--- config.mk ---
export PLATFORM = sky130hd
export DESIGN_NAME = front_to_back_fragment_compositor_flat
export DESIGN_NICKNAME = d
export VERILOG_FILES = /design/src/rtl/ftbfc_pkg.sv /design/src/rtl/ftbfc_if.sv /design/src/rtl/ftbfc_mul.sv /design/src/rtl/ftbfc_div.sv /design/src/rtl/front_to_back_fragment_compositor.sv /design/src/flat_wrapper.sv
export SDC_FILE = /design/constraint.sdc
export NUM_CORES = 2
export LEC_CHECK = 0
export ABC_AREA = 1
export ABC_CLOCK_PERIOD_IN_PS = 23100
export CAP_MARGIN = 20
export CORE_ASPECT_RATIO = 1.4
export CORE_MARGIN = 1
export CORE_UTILIZATION = 50
export CTS_BUF_LIST = sky130_fd_sc_hd__clkbuf_2 sky130_fd_sc_hd__clkbuf_4 sky130_fd_sc_hd__clkbuf_8
export DETAILED_ROUTE_END_ITERATION = 16
export DONT_BUFFER_PORTS = 1
export PLACE_DENSITY = 0.63
export SLEW_MARGIN = 20
export SYNTH_ARGS = -nofsm -noshare
export SYNTH_HDL_FRONTEND = slang
export SYNTH_HIERARCHICAL = 1
export SYNTH_SLANG_ARGS = --single-unit
--- constraint.sdc ---
create_clock -name clk -period 23.1 [get_ports clk]
set_input_delay 3.465 -clock clk [delete_from_list [all_inputs] [get_ports clk]]
set_output_delay 3.465 -clock clk [all_outputs]
set_load 0.03 [all_outputs]
--- src/rtl/ftbfc_pkg.sv ---
`timescale 1ns / 1ps

package ftbfc_pkg;

  localparam int FRAC_BITS_DEF = 15;

  localparam int CHAN_W     = 16;
  localparam int PACK_W     = 48;
  localparam int OFFS_W     = 24;
  localparam int HDEN_W     = 24;
  localparam int NUM_CHAN   = 3;
  localparam int CFG_ADDR_W = 2;

  // Interpolation sum: base*2^12 + offset*step, and its magnitude
  localparam int BASE_SHIFT = 12;
  localparam int SUM_W      = 41;
  localparam int MAG_W      = 40;
  // Divisor is hden*2^10; quotient overflows once mag >= hden*2^12
  localparam int DEN_SHIFT  = 10;
  localparam int OVF_SHIFT  = 12;

  localparam logic [HDEN_W-1:0] FLAT_HDEN = HDEN_W'(65536);
  localparam logic [HDEN_W-1:0] MIN_HDEN  = HDEN_W'(1);

  localparam logic [CFG_ADDR_W-1:0] REG_SHADE_MODE = CFG_ADDR_W'(0);
  localparam logic [CFG_ADDR_W-1:0] REG_BG_RED     = CFG_ADDR_W'(1);
  localparam logic [CFG_ADDR_W-1:0] REG_BG_GREEN   = CFG_ADDR_W'(2);
  localparam logic [CFG_ADDR_W-1:0] REG_BG_BLUE    = CFG_ADDR_W'(3);

  localparam logic [1:0] CH_RED   = 2'd0;
  localparam logic [1:0] CH_GREEN = 2'd1;
  localparam logic [1:0] CH_BLUE  = 2'd2;

  typedef enum logic [3:0] {
    S_IDLE,
    S_START,
    S_MUL,
    S_LOAD,
    S_DIV,
    S_AMUL,
    S_AADD,
    S_CHECK,
    S_BMUL,
    S_BADD,
    S_EMIT
  } state_t;

  // Red sits in the high lane, blue in the low lane
  function automatic logic signed [CHAN_W-1:0] chan_sel(input logic [PACK_W-1:0] packed_val,
                                                        input logic [1:0] ch);
    logic signed [CHAN_W-1:0] v;
    unique case (ch)
      CH_RED:   v = packed_val[3*CHAN_W-1:2*CHAN_W];
      CH_GREEN: v = packed_val[2*CHAN_W-1:CHAN_W];
      default:  v = packed_val[CHAN_W-1:0];
    endcase
    return v;
  endfunction

endpackage

--- src/rtl/ftbfc_if.sv ---
`timescale 1ns / 1ps

interface ftbfc_frag_if;
  import ftbfc_pkg::*;

  logic                     valid;
  logic                     ready;
  logic [PACK_W-1:0]        base_color;
  logic [PACK_W-1:0]        color_step;
  logic [PACK_W-1:0]        base_opacity;
  logic [PACK_W-1:0]        opacity_step;
  logic signed [OFFS_W-1:0] step_offset;
  logic [HDEN_W-1:0]        hden;
  logic                     empty_pixel;
  logic                     last_fragment;

  modport source (output valid, base_color, color_step, base_opacity, opacity_step,
                  step_offset, hden, empty_pixel, last_fragment, input ready);
  modport sink (input valid, base_color, color_step, base_opacity, opacity_step,
                step_offset, hden, empty_pixel, last_fragment, output ready);
endinterface

interface ftbfc_pix_if;
  import ftbfc_pkg::*;

  logic              valid;
  logic              ready;
  logic [CHAN_W-1:0] out_red;
  logic [CHAN_W-1:0] out_green;
  logic [CHAN_W-1:0] out_blue;

  modport source (output valid, out_red, out_green, out_blue, input ready);
  modport sink (input valid, out_red, out_green, out_blue, output ready);
endinterface

interface ftbfc_cfg_if;
  import ftbfc_pkg::*;

  logic                  valid;
  logic                  ready;
  logic [CFG_ADDR_W-1:0] addr;
  logic [CHAN_W-1:0]     data;

  modport source (output valid, addr, data, input ready);
  modport sink (input valid, addr, data, output ready);
endinterface

--- src/rtl/ftbfc_mul.sv ---
`timescale 1ns / 1ps

module ftbfc_mul #(
  parameter int W = 24
) (
  input  logic                  clk,
  input  logic signed [W-1:0]   a,
  input  logic signed [W-1:0]   b,
  output logic signed [2*W-1:0] p
);
  always_ff @(posedge clk) begin
    p <= a * b;
  end
endmodule

--- src/rtl/ftbfc_div.sv ---
`timescale 1ns / 1ps

module ftbfc_div #(
  parameter int FRAC_BITS = ftbfc_pkg::FRAC_BITS_DEF
) (
  input  logic                         clk,
  input  logic                         rst,
  input  logic                         start,
  input  logic [ftbfc_pkg::MAG_W-1:0]  mag,
  input  logic [ftbfc_pkg::HDEN_W-1:0] den,
  output logic                         done,
  output logic [FRAC_BITS+1:0]         quot
);
  import ftbfc_pkg::*;

  localparam int QW = FRAC_BITS + 2;
  localparam int NW = MAG_W + FRAC_BITS;
  localparam int CW = $clog2(QW + 1);
  localparam logic [QW-1:0] SAT = {2'b10, {FRAC_BITS{1'b0}}};

  logic          busy;
  logic [CW-1:0] cnt;
  logic [NW-1:0] rem;
  logic [NW-1:0] dsh;
  logic [QW-1:0] q;
  logic          ovf;

  always_ff @(posedge clk) begin
    if (rst) begin
      busy <= 1'b0;
      done <= 1'b0;
      cnt  <= '0;
    end else begin
      done <= 1'b0;
      if (start) begin
        busy <= 1'b1;
        cnt  <= CW'(QW);
      end else if (busy) begin
        cnt <= cnt - CW'(1);
        if (cnt == CW'(1)) begin
          busy <= 1'b0;
          done <= 1'b1;
        end
      end
    end
  end

  // Restoring division, one quotient bit per cycle, divisor walks right
  always_ff @(posedge clk) begin
    if (start) begin
      rem <= NW'(mag) << FRAC_BITS;
      dsh <= NW'({den, {DEN_SHIFT{1'b0}}}) << (FRAC_BITS + 1);
      q   <= '0;
      ovf <= mag >= MAG_W'({den, {OVF_SHIFT{1'b0}}});
    end else if (busy) begin
      if (rem >= dsh) begin
        rem <= rem - dsh;
        q   <= {q[QW-2:0], 1'b1};
      end else begin
        q <= {q[QW-2:0], 1'b0};
      end
      dsh <= dsh >> 1;
    end
  end

  // Anything at or past twice one clamps the same way downstream
  assign quot = (ovf || (q > SAT)) ? SAT : q;
endmodule

--- src/rtl/front_to_back_fragment_compositor.sv ---
// The block takes a new fragment only once it is through with the last. For each channel
// it interpolates and divides the colour, then the opacity, and blends the pair in; the
// background is blended in when a last fragment leaves the pixel short of opaque. One
// divider is shared by all six values. An empty pixel emits the background alone, and
// fragments after an opaque pixel are skipped up to the last fragment of that pixel.
// Synchronous reset clears the mode, background, accumulators and the skip flag.
`timescale 1ns / 1ps

module front_to_back_fragment_compositor #(
  parameter int FRAC_BITS = ftbfc_pkg::FRAC_BITS_DEF
) (
  input logic         clk,
  input logic         rst,
  ftbfc_frag_if.sink  frag,
  ftbfc_pix_if.source pix,
  ftbfc_cfg_if.sink   cfg
);
  import ftbfc_pkg::*;

  localparam int AW  = FRAC_BITS + 1;
  localparam int QW  = FRAC_BITS + 2;
  localparam int SW  = FRAC_BITS + 3;
  localparam int MW  = (SW > OFFS_W) ? SW : OFFS_W;
  localparam int PW  = 2 * MW;
  localparam int BGW = (AW > CHAN_W) ? AW : CHAN_W;
  localparam logic [AW-1:0] ONE = {1'b1, {FRAC_BITS{1'b0}}};
  localparam logic [1:0] LAST_CH = CH_BLUE;

  state_t state, state_next;

  logic              shade_mode;
  logic [CHAN_W-1:0] bg [NUM_CHAN];
  logic [AW-1:0]     bgc [NUM_CHAN];

  logic [AW-1:0] acc [NUM_CHAN];
  logic [AW-1:0] total [NUM_CHAN];
  logic          pdone;
  logic          emit_pdone;

  logic [PACK_W-1:0]        fr_base_col;
  logic [PACK_W-1:0]        fr_col_step;
  logic [PACK_W-1:0]        fr_base_op;
  logic [PACK_W-1:0]        fr_op_step;
  logic signed [OFFS_W-1:0] fr_offs;
  logic [HDEN_W-1:0]        fr_hden;
  logic                     fr_empty;
  logic                     fr_last;

  logic [1:0]           ch;
  logic                 phase_op;
  logic                 neg;
  logic signed [SW-1:0] col_r;
  logic [AW-1:0]        op_r;

  logic                 out_valid;
  logic [CHAN_W-1:0]    out_r, out_g, out_b;

  logic signed [MW-1:0]     mul_a, mul_b;
  logic signed [PW-1:0]     prod;
  logic                     div_start;
  logic                     div_done;
  logic [QW-1:0]            q_sat;
  logic signed [OFFS_W-1:0] offs_eff;
  logic [HDEN_W-1:0]        den_eff;
  logic signed [SUM_W-1:0]  sum;
  logic [MAG_W-1:0]         sum_mag;
  logic [PW-1:0]            pmag;
  logic [PW-1:0]            psh;
  logic signed [SW-1:0]     s_scaled;
  logic signed [SW-1:0]     acc_sum;
  logic [AW-1:0]            acc_new;
  logic [AW:0]              bg_sum;
  logic [AW-1:0]            acc_bg_new;
  logic [AW-1:0]            remaining;
  logic signed [SW-1:0]     col_val;
  logic [AW-1:0]            op_val;
  logic                     opaque;

  ftbfc_mul #(.W(MW)) u_mul (
    .clk (clk),
    .a   (mul_a),
    .b   (mul_b),
    .p   (prod)
  );

  ftbfc_div #(.FRAC_BITS(FRAC_BITS)) u_div (
    .clk   (clk),
    .rst   (rst),
    .start (div_start),
    .mag   (sum_mag),
    .den   (den_eff),
    .done  (div_done),
    .quot  (q_sat)
  );

  assign cfg.ready     = 1'b1;
  assign frag.ready    = (state == S_IDLE);
  assign pix.valid     = out_valid;
  assign pix.out_red   = out_r;
  assign pix.out_green = out_g;
  assign pix.out_blue  = out_b;

  // Background above one is used as one
  always_comb begin
    for (int c = 0; c < NUM_CHAN; c++) begin
      bgc[c] = (BGW'(bg[c]) > BGW'(ONE)) ? ONE : AW'(bg[c]);
    end
  end

  // Interpolation sum and its magnitude for the divider
  always_comb begin
    offs_eff = shade_mode ? fr_offs : '0;
    if (!shade_mode) begin
      den_eff = FLAT_HDEN;
    end else if (fr_hden == '0) begin
      den_eff = MIN_HDEN;
    end else begin
      den_eff = fr_hden;
    end
    sum = (SUM_W'(chan_sel(phase_op ? fr_base_op : fr_base_col, ch)) <<< BASE_SHIFT)
          + SUM_W'(prod);
    sum_mag = MAG_W'(sum[SUM_W-1] ? -sum : sum);
  end

  // Product scaling, truncated toward zero, and the saturating accumulations
  always_comb begin
    pmag     = prod[PW-1] ? PW'(-prod) : PW'(prod);
    psh      = pmag >> FRAC_BITS;
    s_scaled = prod[PW-1] ? SW'(-psh) : SW'(psh);
    acc_sum  = SW'(acc[ch]) + s_scaled;
    if (acc_sum[SW-1]) begin
      acc_new = '0;
    end else if (acc_sum[SW-2:0] > (SW-1)'(ONE)) begin
      acc_new = ONE;
    end else begin
      acc_new = AW'(acc_sum);
    end
    bg_sum     = (AW+1)'(acc[ch]) + (AW+1)'(psh);
    acc_bg_new = (bg_sum > (AW+1)'(ONE)) ? ONE : AW'(bg_sum);
  end

  // Clamp colour to plus or minus two, clip opacity to what is left of one
  always_comb begin
    remaining = ONE - total[ch];
    col_val   = neg ? -SW'(q_sat) : SW'(q_sat);
    if (neg) begin
      op_val = '0;
    end else if (q_sat > QW'(remaining)) begin
      op_val = remaining;
    end else begin
      op_val = AW'(q_sat);
    end
    opaque = (total[0] == ONE) && (total[1] == ONE) && (total[2] == ONE);
  end

  always_ff @(posedge clk) begin
    if (rst) begin
      state <= S_IDLE;
    end else begin
      state <= state_next;
    end
  end

  always_comb begin
    state_next = state;
    div_start  = 1'b0;
    mul_a      = '0;
    mul_b      = '0;
    unique case (state)
      S_IDLE: begin
        if (frag.valid) state_next = S_START;
      end
      S_START: begin
        if (fr_empty) begin
          state_next = S_EMIT;
        end else if (pdone) begin
          state_next = S_IDLE;
        end else begin
          state_next = S_MUL;
        end
      end
      S_MUL: begin
        mul_a      = MW'(offs_eff);
        mul_b      = MW'(chan_sel(phase_op ? fr_op_step : fr_col_step, ch));
        state_next = S_LOAD;
      end
      S_LOAD: begin
        div_start  = 1'b1;
        state_next = S_DIV;
      end
      S_DIV: begin
        if (div_done) state_next = phase_op ? S_AMUL : S_MUL;
      end
      S_AMUL: begin
        mul_a      = MW'(op_r);
        mul_b      = MW'(col_r);
        state_next = S_AADD;
      end
      S_AADD: begin
        state_next = (ch == LAST_CH) ? S_CHECK : S_MUL;
      end
      S_CHECK: begin
        priority if (opaque) begin
          state_next = S_EMIT;
        end else if (fr_last) begin
          state_next = S_BMUL;
        end else begin
          state_next = S_IDLE;
        end
      end
      S_BMUL: begin
        mul_a      = MW'(remaining);
        mul_b      = MW'(bgc[ch]);
        state_next = S_BADD;
      end
      S_BADD: begin
        state_next = (ch == LAST_CH) ? S_EMIT : S_BMUL;
      end
      S_EMIT: begin
        if (!out_valid || pix.ready) state_next = S_IDLE;
      end
      default: state_next = S_IDLE;
    endcase
  end

  // Control and state registers
  always_ff @(posedge clk) begin
    if (rst) begin
      shade_mode <= 1'b0;
      for (int c = 0; c < NUM_CHAN; c++) begin
        bg[c]    <= '0;
        acc[c]   <= '0;
        total[c] <= '0;
      end
      pdone      <= 1'b0;
      emit_pdone <= 1'b0;
      out_valid  <= 1'b0;
      ch         <= '0;
      phase_op   <= 1'b0;
    end else begin
      if (cfg.valid) begin
        unique case (cfg.addr)
          REG_SHADE_MODE: shade_mode <= cfg.data[0];
          REG_BG_RED:     bg[0] <= cfg.data;
          REG_BG_GREEN:   bg[1] <= cfg.data;
          REG_BG_BLUE:    bg[2] <= cfg.data;
        endcase
      end
      if (state == S_EMIT && (!out_valid || pix.ready)) begin
        out_valid <= 1'b1;
      end else if (pix.ready) begin
        out_valid <= 1'b0;
      end
      unique case (state)
        S_START: begin
          ch       <= CH_RED;
          phase_op <= 1'b0;
          if (fr_empty) begin
            // Drop any partial pixel and emit the background alone
            for (int c = 0; c < NUM_CHAN; c++) begin
              acc[c]   <= bgc[c];
              total[c] <= '0;
            end
            emit_pdone <= 1'b0;
          end else if (pdone && fr_last) begin
            pdone <= 1'b0;
          end
        end
        S_DIV: begin
          if (div_done && !phase_op) phase_op <= 1'b1;
        end
        S_AADD: begin
          acc[ch]   <= acc_new;
          total[ch] <= total[ch] + op_r;
          phase_op  <= 1'b0;
          ch        <= (ch == LAST_CH) ? CH_RED : ch + 2'd1;
        end
        S_CHECK: begin
          emit_pdone <= !fr_last;
        end
        S_BADD: begin
          acc[ch]    <= acc_bg_new;
          ch         <= (ch == LAST_CH) ? CH_RED : ch + 2'd1;
          emit_pdone <= 1'b0;
        end
        S_EMIT: begin
          if (!out_valid || pix.ready) begin
            for (int c = 0; c < NUM_CHAN; c++) begin
              acc[c]   <= '0;
              total[c] <= '0;
            end
            pdone <= emit_pdone;
          end
        end
        default: begin
        end
      endcase
    end
  end

  // Payload registers
  always_ff @(posedge clk) begin
    if (state == S_IDLE && frag.valid) begin
      fr_base_col <= frag.base_color;
      fr_col_step <= frag.color_step;
      fr_base_op  <= frag.base_opacity;
      fr_op_step  <= frag.opacity_step;
      fr_offs     <= frag.step_offset;
      fr_hden     <= frag.hden;
      fr_empty    <= frag.empty_pixel;
      fr_last     <= frag.last_fragment;
    end
    if (state == S_LOAD) neg <= sum[SUM_W-1];
    if (state == S_DIV && div_done) begin
      if (phase_op) begin
        op_r <= op_val;
      end else begin
        col_r <= col_val;
      end
    end
    if (state == S_EMIT && (!out_valid || pix.ready)) begin
      out_r <= CHAN_W'(acc[0]);
      out_g <= CHAN_W'(acc[1]);
      out_b <= CHAN_W'(acc[2]);
    end
  end
endmodule

--- src/flat_wrapper.sv ---
// flat-port wrapper written by rule: the top's interface ports become plain ports
module front_to_back_fragment_compositor_flat import ftbfc_pkg::*;
#(
  parameter int FRAC_BITS = ftbfc_pkg::FRAC_BITS_DEF
)
  (clk, rst, frag_valid, frag_base_color, frag_color_step, frag_base_opacity, frag_opacity_step, frag_step_offset, frag_hden, frag_empty_pixel, frag_last_fragment, frag_ready, pix_valid, pix_out_red, pix_out_green, pix_out_blue, pix_ready, cfg_valid, cfg_addr, cfg_data, cfg_ready);
  ftbfc_frag_if frag_i ();
  ftbfc_pix_if pix_i ();
  ftbfc_cfg_if cfg_i ();
  input logic clk;
  input logic rst;
  input wire logic [$bits(frag_i.valid)-1:0] frag_valid;
  input wire logic [$bits(frag_i.base_color)-1:0] frag_base_color;
  input wire logic [$bits(frag_i.color_step)-1:0] frag_color_step;
  input wire logic [$bits(frag_i.base_opacity)-1:0] frag_base_opacity;
  input wire logic [$bits(frag_i.opacity_step)-1:0] frag_opacity_step;
  input wire logic [$bits(frag_i.step_offset)-1:0] frag_step_offset;
  input wire logic [$bits(frag_i.hden)-1:0] frag_hden;
  input wire logic [$bits(frag_i.empty_pixel)-1:0] frag_empty_pixel;
  input wire logic [$bits(frag_i.last_fragment)-1:0] frag_last_fragment;
  output wire logic [$bits(frag_i.ready)-1:0] frag_ready;
  output wire logic [$bits(pix_i.valid)-1:0] pix_valid;
  output wire logic [$bits(pix_i.out_red)-1:0] pix_out_red;
  output wire logic [$bits(pix_i.out_green)-1:0] pix_out_green;
  output wire logic [$bits(pix_i.out_blue)-1:0] pix_out_blue;
  input wire logic [$bits(pix_i.ready)-1:0] pix_ready;
  input wire logic [$bits(cfg_i.valid)-1:0] cfg_valid;
  input wire logic [$bits(cfg_i.addr)-1:0] cfg_addr;
  input wire logic [$bits(cfg_i.data)-1:0] cfg_data;
  output wire logic [$bits(cfg_i.ready)-1:0] cfg_ready;
  assign frag_i.valid = frag_valid;
  assign frag_i.base_color = frag_base_color;
  assign frag_i.color_step = frag_color_step;
  assign frag_i.base_opacity = frag_base_opacity;
  assign frag_i.opacity_step = frag_opacity_step;
  assign frag_i.step_offset = frag_step_offset;
  assign frag_i.hden = frag_hden;
  assign frag_i.empty_pixel = frag_empty_pixel;
  assign frag_i.last_fragment = frag_last_fragment;
  assign frag_ready = frag_i.ready;
  assign pix_valid = pix_i.valid;
  assign pix_out_red = pix_i.out_red;
  assign pix_out_green = pix_i.out_green;
  assign pix_out_blue = pix_i.out_blue;
  assign pix_i.ready = pix_ready;
  assign cfg_i.valid = cfg_valid;
  assign cfg_i.addr = cfg_addr;
  assign cfg_i.data = cfg_data;
  assign cfg_ready = cfg_i.ready;
  front_to_back_fragment_compositor #(.FRAC_BITS(FRAC_BITS)) u_core (.clk(clk), .rst(rst), .frag(frag_i), .pix(pix_i), .cfg(cfg_i));
endmodule
==> metrics.yaml <==
sta:
  fin_skew_ns: 0.08010
  slew_headroom: 0.1911
  rsz0062_at_grt: "no"
  max_freq_ghz: 0.1085
  finalMaxSlewViolations: 0
  finalWorstSetupSlack_ns: 13.89
  period_share: 0.3988
  finalSetupViolations: 0
  fin_setup_tns_ns: 0
  hold_viol_final: 0
  worst_pin_slew_ns: 1.203
  hold-worst-slack_ns: 0.4408
  period_minus_slack_ns: 9.213
floorplanning:
  ios: 316
  design.core.area_um2: 124000
  initial_utilization: 0.5031
  dieArea_um2: 126200
  rows: 153
  die-height_um: 420.0
  fp.dieW_um: 300.6
grt:
  grt_first_pass_wirelength_um: 288600
  overflow: 0
  grt_pass1_vias: 50340
  antenna_found_initial: 10
  grt_max_degree: 100
  grt_use_total: 0.3020
pwr:
  powerDensity_nw_per_um2: 85.32
  peakVddDrop_mv: 0.08253
  power.leakage_nw: 34.00
placed_design:
  dp_slack_ns: 13.94
  gp_congestion: 0.9701
  io_buffer_count: 0
  dp_hpwl_um: 152700
detailed_routing:
  vias: 49920
  via_per_inst: 5.343
  wl_um: 191100
  drc: 0
  drtIter0Drc: 3991
  ant_nets: 0
  routedWlPerCell_um: 20.45
  drt_pass1_iterations: 6
setup_path:
  crit_top_cell: "fa_1"
  slowest_stage: "dfxtp_2"
  critPathKind: "flip-flop to flip-flop"
  end_kind: "flip-flop"
  crit_path_start_kind: "flip-flop"
  crit_family: "adder cells"
  critPathArrivalTime_ns: 9.95
  cp_max_fo: 37
  critical_path.max_stage_delay_ns: 0.84
  worst-path-buf-inv: 7
  required_ns: 23.83
flow_run:
  max_cap_viol_count: 0
cts:
  cts_setup_buffers: 0
  clock_latency_ns: 0.89
  numCtsBuffers: 110
  path_clk_slew_ns: 0.07
  cts_max_level: 3
  hold_buffers: 0
  numClockSinks: 686
  clk_path_buf_depth: 3
  cts_root_buf: "clkbuf_8"
  postCtsResizedCells: 0
  cts_tree: "yes"
synth:
  syn_inst: 7646
  synth_area_per_cell_um2: 8.162
  syn_nets: 8828
  yosysWarnings: 6
  syn_area_um2: 62400
cells_and_area:
  fin_nets: 8792
  syn2layout_area_growth_pct: 6.737
  drive_above_1_share: 0.06424
outcome:
  status: "complete, no violations"
min_path:
  worst_hold_path_type: "flip-flop to flip-flop"
## area by class of cell
class / instances / area, µm²
Antenna cell: 10 / 25.02
Inverter: 1641 / 6162
Timing Repair Buffer: 85 / 641.9
Clock buffer: 126 / 1653
Multi-Input combinational cell: 5086 / 36020
Sequential cell: 686 / 19410
Clock inverter: 82 / 669.4
Tap cell: 1627 / 2036
Fill cell: 11820 / 57440
## state kept, by name (all words and copies together), names as in the netlist, 2 cells and up, named ones only
name	cells
u_core/acc	64
u_core/bg	48
u_core/ch	2
u_core/col_r	18
u_core/fr_base_col	48
u_core/fr_base_op	48
u_core/fr_col_step	48
u_core/fr_hden	24
u_core/fr_offs	24
u_core/fr_op_step	48
u_core/op_r	16
u_core/pix.out_blue	16
u_core/pix.out_green	16
u_core/pix.out_red	16
u_core/state	4
u_core/total	64
u_core/u_div/cnt	5
u_core/u_div/dsh	50
u_core/u_div/q	17
u_core/u_div/rem	55
u_core/u_mul/p	42
## path summary, 6_finish.rpt
path,startpoint,cells past startpoint,slack [ns],endpoint
hold / removal,u_core/acc[0][9],0,0.44,u_core/pix.out_red[9]
setup reg to reg,u_core/ch[1],26,13.89,u_core/u_mul/p[38]
setup / recovery,u_core/ch[1],26,13.89,u_core/u_mul/p[38]
hold reg to reg,u_core/acc[0][9],0,0.44,u_core/pix.out_red[9]
## report_power, final
| part | internal [mW] | total [mW] | switching (mW) |
|---|---|---|---|
| combinational | 0.861 | 2.81 | 1.95 |
| clock | 0.579 | 1.13 | 0.552 |
| sequential | 1.63 | 1.74 | 0.119 |
| total | 3.06 | 5.68 | 2.62 |
## per-layer routing
| metal | vias to the layer above | share of wire | global-route usage |
|---|---|---|---|
| met1 | 24140 | 0.38 | 0.3548 |
| met2 | 1659 | 0.51 | 0.5448 |
| met3 | 400 | 0.057 | 0.03842 |
| met5 | - | 0.000068 | 0 |
| li1 | 23720 | - | - |
| met4 | 2 | 0.046 | 0.1389 |
## through the flow
stage          power [mW]  std cells    util  instance area, µm²
4_1_cts             5.693       9332  0.5366               66560
3_3_place_gp        4.516       9124  0.5179               64240
5_1_grt             6.064       9341  0.5369               66600
2_1_floorplan       3.785       7646       -               62400
3_5_place_dp        4.547       9124  0.5179               64240
6_report            5.683       9343  0.5370               66610
## placed cells by master, fill, tap and decap left out, drive strengths merged, types with 113 or more instances in the layout
cell and count:
edfxtp 566, o22ai 113, nand3 326, clkbuf 126, ha 305, fa 612, a21oi 246, xor2 136
o21ai 199, dfxtp 120, nor2 660, nand2 2065, inv 1643
Note: power is estimated with default switching activity, not from simulation.
